===== src/hw/rtl/srt_pkg.sv =====
// shared types, constants and a helper function for the radix-2 srt divider
`default_nettype none

package srt_pkg;

    localparam int unsigned DIVISOR_BITS  = 16;
    localparam int unsigned DIVIDEND_BITS = 2 * DIVISOR_BITS;
    localparam int unsigned PART_W        = DIVISOR_BITS + 2;
    localparam int unsigned SHIFT_W       = $clog2(DIVISOR_BITS);
    localparam int unsigned OPS_W         = 5;

    typedef enum logic [1:0] {
        ST_OK       = 2'd0,
        ST_DIV_ZERO = 2'd1,
        ST_OVERFLOW = 2'd2
    } t_srt_status;

    typedef struct packed {
        logic [DIVIDEND_BITS-1:0] dividend;
        logic [DIVISOR_BITS-1:0]  divisor;
    } t_srt_in;

    typedef struct packed {
        logic [DIVISOR_BITS-1:0] quotient;
        logic [DIVISOR_BITS-1:0] remainder;
        logic [OPS_W-1:0]        op_count;
        t_srt_status             status;
    } t_srt_out;

    // controller to datapath
    typedef struct packed {
        logic load;
        logic reject;
        logic norm;
        logic step;
        logic fix;
    } t_srt_cmd;

    // datapath to controller
    typedef struct packed {
        logic div_zero;
        logic overflow;
    } t_srt_sts;

    // leading-zero count of a nonzero divisor
    function automatic logic [SHIFT_W-1:0] lead_zeros(input logic [DIVISOR_BITS-1:0] d);
        logic [SHIFT_W-1:0] z;
        z = '0;
        for (int i = 0; i < DIVISOR_BITS; i++) begin
            if (d[i]) begin
                z = SHIFT_W'(DIVISOR_BITS - 1 - i);
            end
        end
        return z;
    endfunction

endpackage

`default_nettype wire


===== src/hw/rtl/srt_ctrl.sv =====
// controller state machine for the radix-2 srt divider
`default_nettype none

module srt_ctrl (
    input  wire logic              i_clk,
    input  wire logic              i_rst_n,
    input  wire logic              i_start,
    input  wire srt_pkg::t_srt_sts i_sts,
    output srt_pkg::t_srt_cmd      o_cmd,
    output logic                   o_busy,
    output logic                   o_valid
);
    import srt_pkg::*;

    typedef enum logic [2:0] {
        S_IDLE,
        S_CHECK,
        S_NORM,
        S_ITER,
        S_FIX
    } t_state;

    localparam logic [SHIFT_W-1:0] LAST_STEP = SHIFT_W'(DIVISOR_BITS - 1);

    t_state             r_state;
    logic               r_busy;
    logic               r_valid;
    logic [SHIFT_W-1:0] r_cnt;
    logic               bad;

    assign bad = i_sts.div_zero | i_sts.overflow;

    always_comb begin
        o_cmd        = '0;
        o_cmd.load   = (r_state == S_IDLE) && i_start;
        o_cmd.reject = (r_state == S_CHECK) && bad;
        o_cmd.norm   = (r_state == S_NORM);
        o_cmd.step   = (r_state == S_ITER);
        o_cmd.fix    = (r_state == S_FIX);
    end

    always_ff @(posedge i_clk) begin
        if (!i_rst_n) begin
            r_state <= S_IDLE;
            r_busy  <= 1'b0;
            r_valid <= 1'b0;
            r_cnt   <= '0;
        end else begin
            r_valid <= 1'b0;
            case (r_state)
                S_IDLE: begin
                    if (i_start) begin
                        r_state <= S_CHECK;
                        r_busy  <= 1'b1;
                    end
                end
                S_CHECK: begin
                    if (bad) begin
                        r_state <= S_IDLE;
                        r_busy  <= 1'b0;
                        r_valid <= 1'b1;
                    end else begin
                        r_state <= S_NORM;
                    end
                end
                S_NORM: begin
                    r_state <= S_ITER;
                    r_cnt   <= '0;
                end
                S_ITER: begin
                    r_cnt <= r_cnt + 1'b1;
                    if (r_cnt == LAST_STEP) begin
                        r_state <= S_FIX;
                    end
                end
                S_FIX: begin
                    r_state <= S_IDLE;
                    r_busy  <= 1'b0;
                    r_valid <= 1'b1;
                end
                default: begin
                    r_state <= S_IDLE;
                    r_busy  <= 1'b0;
                end
            endcase
        end
    end

    assign o_busy  = r_busy;
    assign o_valid = r_valid;

endmodule

`default_nettype wire


===== src/hw/rtl/srt_datapath.sv =====
// datapath of the radix-2 srt divider: partial remainder, quotient digits, result register
`default_nettype none

module srt_datapath (
    input  wire logic              i_clk,
    input  wire srt_pkg::t_srt_in  i_op,
    input  wire srt_pkg::t_srt_cmd i_cmd,
    output srt_pkg::t_srt_sts      o_sts,
    output srt_pkg::t_srt_out      o_result
);
    import srt_pkg::*;

    localparam int unsigned K = DIVISOR_BITS;
    localparam logic signed [PART_W-1:0] HALF = PART_W'(1) << (K - 1);

    logic [DIVIDEND_BITS-1:0] r_num;
    logic [K-1:0]             r_den;
    logic signed [PART_W-1:0] r_part;
    logic [K-1:0]             r_low;
    logic [K-1:0]             r_qpos;
    logic [K-1:0]             r_qneg;
    logic [OPS_W-1:0]         r_ops;
    logic [SHIFT_W-1:0]       r_z;
    t_srt_out                 r_result;

    logic [SHIFT_W-1:0]       z;
    logic [DIVIDEND_BITS-1:0] num_sh;
    logic signed [PART_W-1:0] den_s;
    logic signed [PART_W-1:0] shifted;
    logic signed [PART_W-1:0] fixed_part;
    logic [K-1:0]             quo;

    assign o_sts.div_zero = (r_den == '0);
    assign o_sts.overflow = (r_num[DIVIDEND_BITS-1:K] >= r_den);

    assign z       = lead_zeros(r_den);
    assign num_sh  = r_num << z;
    assign den_s   = $signed({2'b00, r_den});
    assign shifted = $signed({r_part[PART_W-2:0], r_low[K-1]});
    assign fixed_part = (r_part < 0) ? (r_part + den_s) : r_part;
    assign quo     = r_qpos - r_qneg - {{(K-1){1'b0}}, r_part[PART_W-1]};

    always_ff @(posedge i_clk) begin
        if (i_cmd.load) begin
            r_num <= i_op.dividend;
            r_den <= i_op.divisor;
        end
        if (i_cmd.reject) begin
            r_result <= '{quotient: '0, remainder: '0, op_count: '0,
                          status: o_sts.div_zero ? ST_DIV_ZERO : ST_OVERFLOW};
        end
        if (i_cmd.norm) begin
            r_den  <= r_den << z;
            r_z    <= z;
            r_part <= $signed({2'b00, num_sh[DIVIDEND_BITS-1:K]});
            r_low  <= num_sh[K-1:0];
            r_qpos <= '0;
            r_qneg <= '0;
            r_ops  <= '0;
        end
        if (i_cmd.step) begin
            r_low <= r_low << 1;
            // digit +1 at or above one half, -1 below minus one half, else plain shift
            if (shifted >= HALF) begin
                r_part <= shifted - den_s;
                r_qpos <= {r_qpos[K-2:0], 1'b1};
                r_qneg <= {r_qneg[K-2:0], 1'b0};
                r_ops  <= r_ops + 1'b1;
            end else if (shifted < -HALF) begin
                r_part <= shifted + den_s;
                r_qpos <= {r_qpos[K-2:0], 1'b0};
                r_qneg <= {r_qneg[K-2:0], 1'b1};
                r_ops  <= r_ops + 1'b1;
            end else begin
                r_part <= shifted;
                r_qpos <= {r_qpos[K-2:0], 1'b0};
                r_qneg <= {r_qneg[K-2:0], 1'b0};
            end
        end
        if (i_cmd.fix) begin
            // negative remainder gets one more add of the divisor
            r_result <= '{quotient: quo,
                          remainder: fixed_part[K-1:0] >> r_z,
                          op_count: r_ops + {{(OPS_W-1){1'b0}}, r_part[PART_W-1]},
                          status: ST_OK};
        end
    end

    assign o_result = r_result;

endmodule

`default_nettype wire


===== src/hw/rtl/srt_radix2_divider_core.sv =====
// top level of the radix-2 srt divider: controller plus datapath
//
//  channel   ports                 handshake
//  -------   -------------------   -------------------------------------------
//  operands  i_op                  taken at a clock edge with start high, busy low
//  result    o_result              shown for one cycle while o_valid is high
//
//  an item goes through check, normalize, K quotient-digit steps, remainder
//  correction, then the result cycle.
//  zero divisor or quotient overflow returns straight from the check.
//  busy is high for the whole item; a new item may start in the result cycle.
//  reset is synchronous and active low and clears the controller only.
//  the receiver cannot stall: each result is offered once.
`default_nettype none

module srt_radix2_divider_core (
    input  wire logic             i_clk,
    input  wire logic             i_rst_n,
    input  wire logic             start,
    input  wire srt_pkg::t_srt_in i_op,
    output logic                  busy,
    output logic                  o_valid,
    output srt_pkg::t_srt_out     o_result
);
    import srt_pkg::*;

    t_srt_cmd cmd;
    t_srt_sts sts;

    srt_ctrl u_ctrl (
        .i_clk   (i_clk),
        .i_rst_n (i_rst_n),
        .i_start (start),
        .i_sts   (sts),
        .o_cmd   (cmd),
        .o_busy  (busy),
        .o_valid (o_valid)
    );

    srt_datapath u_datapath (
        .i_clk    (i_clk),
        .i_op     (i_op),
        .i_cmd    (cmd),
        .o_sts    (sts),
        .o_result (o_result)
    );

endmodule

`default_nettype wire


===== config.mk =====
export PLATFORM = sky130hd
export DESIGN_NAME = srt_radix2_divider_core
export DESIGN_NICKNAME = d
export VERILOG_FILES = /design/src/hw/rtl/srt_pkg.sv /design/src/hw/rtl/srt_ctrl.sv /design/src/hw/rtl/srt_datapath.sv /design/src/hw/rtl/srt_radix2_divider_core.sv
export SDC_FILE = /design/constraint.sdc
export NUM_CORES = 1
export LEC_CHECK = 0
export ABC_AREA = 1
export BUFFER_PORTS_ARGS = -buffer_cell sky130_fd_sc_hd__clkbuf_2
export CAP_MARGIN = 20
export CORE_ASPECT_RATIO = 2
export CORE_UTILIZATION = 35
export CTS_BUF_LIST = sky130_fd_sc_hd__clkbuf_4
export CTS_CLUSTER_DIAMETER = 100
export CTS_CLUSTER_SIZE = 20
export DETAILED_ROUTE_END_ITERATION = 12
export PLACE_DENSITY = 0.59
export SYNTH_ARGS = -nofsm -noshare
export SYNTH_HDL_FRONTEND = slang
export SYNTH_SLANG_ARGS = --single-unit

===== constraint.sdc =====
create_clock -name i_clk -period 4.9 [get_ports i_clk]
set_input_delay 1.47 -clock i_clk [delete_from_list [all_inputs] [get_ports i_clk]]
set_output_delay 1.47 -clock i_clk [all_outputs]
set_load 0.1 [all_outputs]

# After elaboration in Yosys (flattened, before gate mapping)

Index checks and enable logic that the tools add are counted.

$add $sub $neg: 8
Magnitude comparators: 4
Equality and inequality tests: 8
Shift-type cells: 3
Mux-type cells: 48
Bitwise gates (word level): 2
Reduce and logical (&&, ||, !) cells: 10

Operators by type and width:

| operator               | count |
|---|---|
| $mux W16               | 8 |
| $mux W39               | 2 |
| $mux W18               | 4 |
| $mux W4                | 16 |
| $shl A32 B4 Y32        | 1 |
| $mux W5                | 4 |
| $add A18 B17 Y18       | 1 |
| $ge A18 B17 Y1 const B | 1 |
| $lt A18 B1 Y1 const B  | 1 |
| $lt A18 B16 Y1 const B | 1 |
| $sub A18 B17 Y18       | 1 |
| $add A16 B16 Y16       | 1 |
| $ge A16 B16 Y1         | 1 |
| $logic_not A16 Y1      | 1 |
| $shl A16 B4 Y16        | 1 |
| $shr A16 B4 Y16        | 1 |
| $sub A16 B1 Y16        | 1 |
| $sub A16 B16 Y16       | 1 |
| $pmux W3 S4            | 1 |
| $pmux W4 S2            | 1 |
| $eq A3 B2 Y1 const B   | 2 |
| $mux W1                | 6 |
| $mux W3                | 2 |
| $reduce_bool A2 Y1     | 3 |
| 18 further kinds       | 21 |

Register bits after elaboration: 171
Input port bits: 51
Output and inout bits: 41

# Logic depth before layout (Yosys ltp)

Depth after elaboration: 19
Mapped depth: 24
Depth with buffers taken out: 23

# Modules after synthesis

A second synthesis with hierarchy kept.

Cells, all modules: 1796
Area, all modules: 13236.4 µm²

By module, submodules not included:

| module       | times used | cells an instance | area each (µm²) | sequential area each (µm²) |
|---|---|---|---|---|
| srt_datapath | 1          | 1727              | 12762.2         | 4784.6 |
| srt_ctrl     | 1          | 69                | 474.2           | 180.2 |

# Worst setup path before layout

Ideal clock, no wire load.

Path kind: register to register
Start: register u_ctrl.r_state[1]
End: register u_datapath.r_ops[3]
Setup time: 0.113 ns
Data arrival time: 3.446 ns
Data required time: 4.787 ns
Slack: 1.341 ns
Stages on the path, launching flop included: 12
Path through: dfxtp_1 inv_1 nor2_2 inv_1 nor2_2 inv_2 nor2_1 nor2_1 nor2_1 nand3_1 o21ai_1 inv_1

Cells in the longest elaborated chain, start to end: 5
Elaborated cells between the ends (all ways): 6
Those cells by class: eq/ne: 2; mux: 4

Ends and longest elaborated chain:

| element                | RTL line           | text |
|---|---|---|
| start, declared        | srt_ctrl.sv:25     | `t_state r_state;` |
| start signal, assigned | srt_ctrl.sv:44     | `r_state <= S_IDLE;` |
| start signal, assigned | srt_ctrl.sv:53     | `r_state <= S_CHECK;` |
| start signal, assigned | srt_ctrl.sv:59     | `r_state <= S_IDLE;` |
| $eq A3 B2 Y1           | srt_ctrl.sv:37     | `o_cmd.norm = (r_state == S_NORM);` |
| $mux W5                | srt_datapath.sv:52 | `if (i_cmd.norm) begin` |
| $mux W5                | srt_datapath.sv:69 | `end else if (shifted < -HALF) begin` |
| $mux W5                | srt_datapath.sv:64 | `if (shifted >= HALF) begin` |
| $mux W5 (*)            | srt_datapath.sv:61 | `if (i_cmd.step) begin` |
| end signal, assigned   | srt_datapath.sv:68 | `r_ops <= r_ops + 1'b1;` |
| end signal, assigned   | srt_datapath.sv:73 | `r_ops <= r_ops + 1'b1;` |
| end, declared          | srt_datapath.sv:22 | `logic [OPS_W-1:0] r_ops;` |

Mark *: on every way between the ends. The rest lies on a longest branch, timed or not.
A chain may end at the register's enable or synchronous reset.

# Worst setup path after layout

Start: register u_datapath.r_part[17]
End: register u_datapath.r_result (netlist bit u_datapath.o_result[38]) (data pin)

Cells in the longest elaborated chain, start to end: 2

Ends and longest elaborated chain:

| element                | RTL line           | text |
|---|---|---|
| start, declared        | srt_datapath.sv:18 | `logic signed [PART_W-1:0] r_part;` |
| start signal, assigned | srt_datapath.sv:55 | `r_part <= $signed({2'b00, num_sh[DIVIDEND_BITS-1:K]});` |
| start signal, assigned | srt_datapath.sv:65 | `r_part <= shifted - den_s;` |
| start signal, assigned | srt_datapath.sv:70 | `r_part <= shifted + den_s;` |
| $sub A16 B1 Y16        | srt_datapath.sv:41 | `assign quo = r_qpos - r_qneg - {{(K-1){1'b0}}, r_part[PART_W-1]};` |
| $mux W39               | srt_datapath.sv:80 | `if (i_cmd.fix) begin` |
| end signal, assigned   | srt_datapath.sv:49 | `r_result <= '{quotient: '0, remainder: '0, op_count: '0,` |
| end signal, assigned   | srt_datapath.sv:82 | `r_result <= '{quotient: quo,` |
| end, declared          | srt_datapath.sv:24 | `t_srt_out r_result;` |

Every way passes these cells.

==> reports/metrics.yaml <==
overflow: 0
die_area_um2: 38200
end_kind: "flop"
vias_per_cell: 5.39
drtAntennaViolNets: 0
final_max_slew_viol_count: 0
post_cts_buffers: 0
synth_area_um2: 13100
cts_max_path_buffers: 2
multiInputGateArea_um2: 7020
die-width_um: 139
grt_pass1_vias: 12200
cts_max_level: 4
drive_gt1_share_pct: 9.20
setup_viol: 0
drtPass1Iterations: 10
remaining_drc_errors: 4
synthFlopType: "edfxtp_1"
fin_area_um2: 14200
swShare_pct: 51.6
fin_crit_ns: 3.79
violations: "DRC"
cts_buffers: 17
syn_nets: 1905
p_total_mw: 6.84
fin_util_pct: 38.7
critPathMaxFanout: 23
drt-total-wl_um: 39900
seq_power_share_pct: 32.0
clock_skew_ns: 0.0227
antenna_found_initial: 1
grt_usage_pct: 21.3
rsz0062_at_grt: "false"
layout.nets: 1965
io_buffer_count: 91
ys_seq_area_share_pct: 38.0
clkPwrFrac_pct: 11.9
power_leakage_nw: 6.53
initial_core_util_pct: 35.7
syn_inst: 1754
place_area_um2: 13900
yosysWarnings: 0
worst_setup_path_start_kind: "flop"
routedWlPerCell_um: 17.5
fmax_mhz: 264
cts.sinks: 171
cp.required_ns: 5.35
synth-edff-count: 154
worst_pin_slew_ns: 1.00
vias: 12300
fin_cells: 2281
cts_hold_buf: 0
hold_violations: 0
min_path_type: "flop to flop"
p_int_mw: 3.31
syn2layout_area_growth_pct: 8.52
num-fill-cells: 3899
slew-limit-headroom_pct: 33.1
fp.dieH_um: 275
dp_hpwl_um: 31300
p_switching_mw: 3.53
powerDensity_nw_per_um2: 482
rows: 99
io_pins: 92
worstSetupPathType: "flop to flop"
gp_congestion: 0.927
irDropWorstVdd_mv: 0.190
combPwrFrac_pct: 56.1
grt_max_degree: 69
register_area_um2: 4960
tns_ns: 0
synth-async-reset-ratio_pct: 0
insertion_delay_ns: 0.68
clk_pin_slew_worst_paths_ns: 0.17
grt_first_pass_wirelength_um: 62300
syn_area_per_cell_um2: 7.46
max_cap_viol_count: 0
clock-root-buffer: "clkbuf_4"
dpl.cell_count: 2249
tritoncts: "done"
period_share_pct: 77.3
cp.arrival_ns: 4.24
netlist-cell-type-count: 49
core_um2: 36700
ys_seq_elements: 171
status: "complete, but fails checks"
post_cts_resized: 0
drtIter0Drc: 580
## state kept, by name, summed over array words and instances (netlist names)
signal               count
u_datapath.r_den        16
u_ctrl.o_busy            1
u_datapath.r_z           4
u_ctrl.r_cnt             4
u_datapath.r_qneg       16
u_ctrl.r_state           3
u_datapath.r_part       18
u_datapath.r_qpos       16
u_datapath.r_low        16
u_datapath.r_ops         5
u_datapath.r_num        32
u_ctrl.o_valid           1
u_datapath.o_result     39
## critical path: stages, from the launching register on
cell and delay (ns):
edfxtp_1 0.79, inv_1 0.36, fa_1 0.52, ha_1 0.22, or2_2 0.29, nor2_1 0.15
inv_1 0.07, a21oi_1 0.26, nor2_1 0.07, nor2_1 0.12, o21bai_1 0.10, a21oi_1 0.15
o21bai_1 0.11, a21oi_1 0.17, xor2_1 0.16, nor2_1 0.05
## stage by stage
step / hold WS [ns] / setup WS (ns)
2_1_floorplan: 0.448 / 1.34
3_3_place_gp: 0.456 / 1.17
3_5_place_dp: 0.453 / 1.10
4_1_cts: 0.473 / 1.10
5_1_grt: 0.513 / 0.783
6_report: 0.470 / 1.11
## layout by cell type, fill, tap and decap left out, types with 19 or more instances in the layout
cell,instances
xor2_1,20
clkbuf_2,91
a21oi_1,103
o211ai_1,23
ha_1,95
nor2_1,139
nand3_1,303
buf_4,23
nor3_1,19
edfxtp_1,154
inv_1,193
nand2_1,414
o21ai_0,82
## path summary, 6_finish.rpt
kind         slack, ns                  start  depth (start not counted)                      end
min               0.47          u_ctrl.o_busy                          2            u_ctrl.o_busy
min reg2reg       0.47          u_ctrl.o_busy                          2            u_ctrl.o_busy
max reg2reg       1.11  u_datapath.r_part[17]                         15  u_datapath.o_result[38]
max               1.11  u_datapath.r_part[17]                         15  u_datapath.o_result[38]
## routing by layer
layer,part of all wire [%],vias to the layer above,track usage (%)
li1,-,6072,-
met1,34,5707,19.5
met2,55,383,42.6
met3,3.8,134,2.64
met4,7.2,0,16.0
met5,0,-,0
## power groups by stage
stage          clock network, mW  registers, mW  logic [mW]
2_1_floorplan                  0           2.41        2.65
3_3_place_gp                   0           2.21        3.78
3_5_place_dp                   0           2.22        3.81
4_1_cts                    0.839           2.18        3.83
5_1_grt                    0.882           2.21        4.30
6_report                   0.812           2.19        3.84
## cells in the mapped netlist (7+ instances only)
cell type  instances  area, µm²
or2_2              9       56.3
nand4_1           15       93.8
nor3_1            19       95.1
a21oi_1          104        521
buf_1              7       26.3
buf_2             17       85.1
dfxtp_1           17        340
nand3_1          303       1520
o211ai_1          23        173
o21ai_0           82        410
ha_1              95       1190
xnor2_1            9       78.8
inv_1            193        724
buf_6              7       78.8
nand2_1          414       1550
nor2_1           139        522
xor2_1            20        175
o21ai_1           13       65.1
edfxtp_1         154       4620
clkbuf_1          40        150
## layout make-up
| type | instances | share of cell area [%] |
|---|---|---|
| Inverter | 200 | 5.29 |
| Sequential cell | 171 | 35.0 |
| Clock inverter | 14 | 0.899 |
| Tap cell | 454 | 4.00 |
| Clock buffer | 17 | 0.899 |
| Antenna cell | 1 | 0.0176 |
| Timing Repair Buffer | 114 | 4.43 |
| Multi-Input combinational cell | 1310 | 49.5 |
## cell families (layout without fill, tap and decap cells)
kind of cell	count (synthesis)	count (layout)	share of synthesized area [%]
adder cells (fa/ha/maj)	100	100	9.85
AND/OR/NAND/NOR	916	916	30.3
other	0	1	0
buffers and inverters	273	345	8.46
AO/OA/AOI/OAI	263	263	11.3
XOR/XNOR	29	29	1.94
multiplexers	2	2	0.153
flip-flops	171	171	38.0
Power figures use the tool's default switching activity.
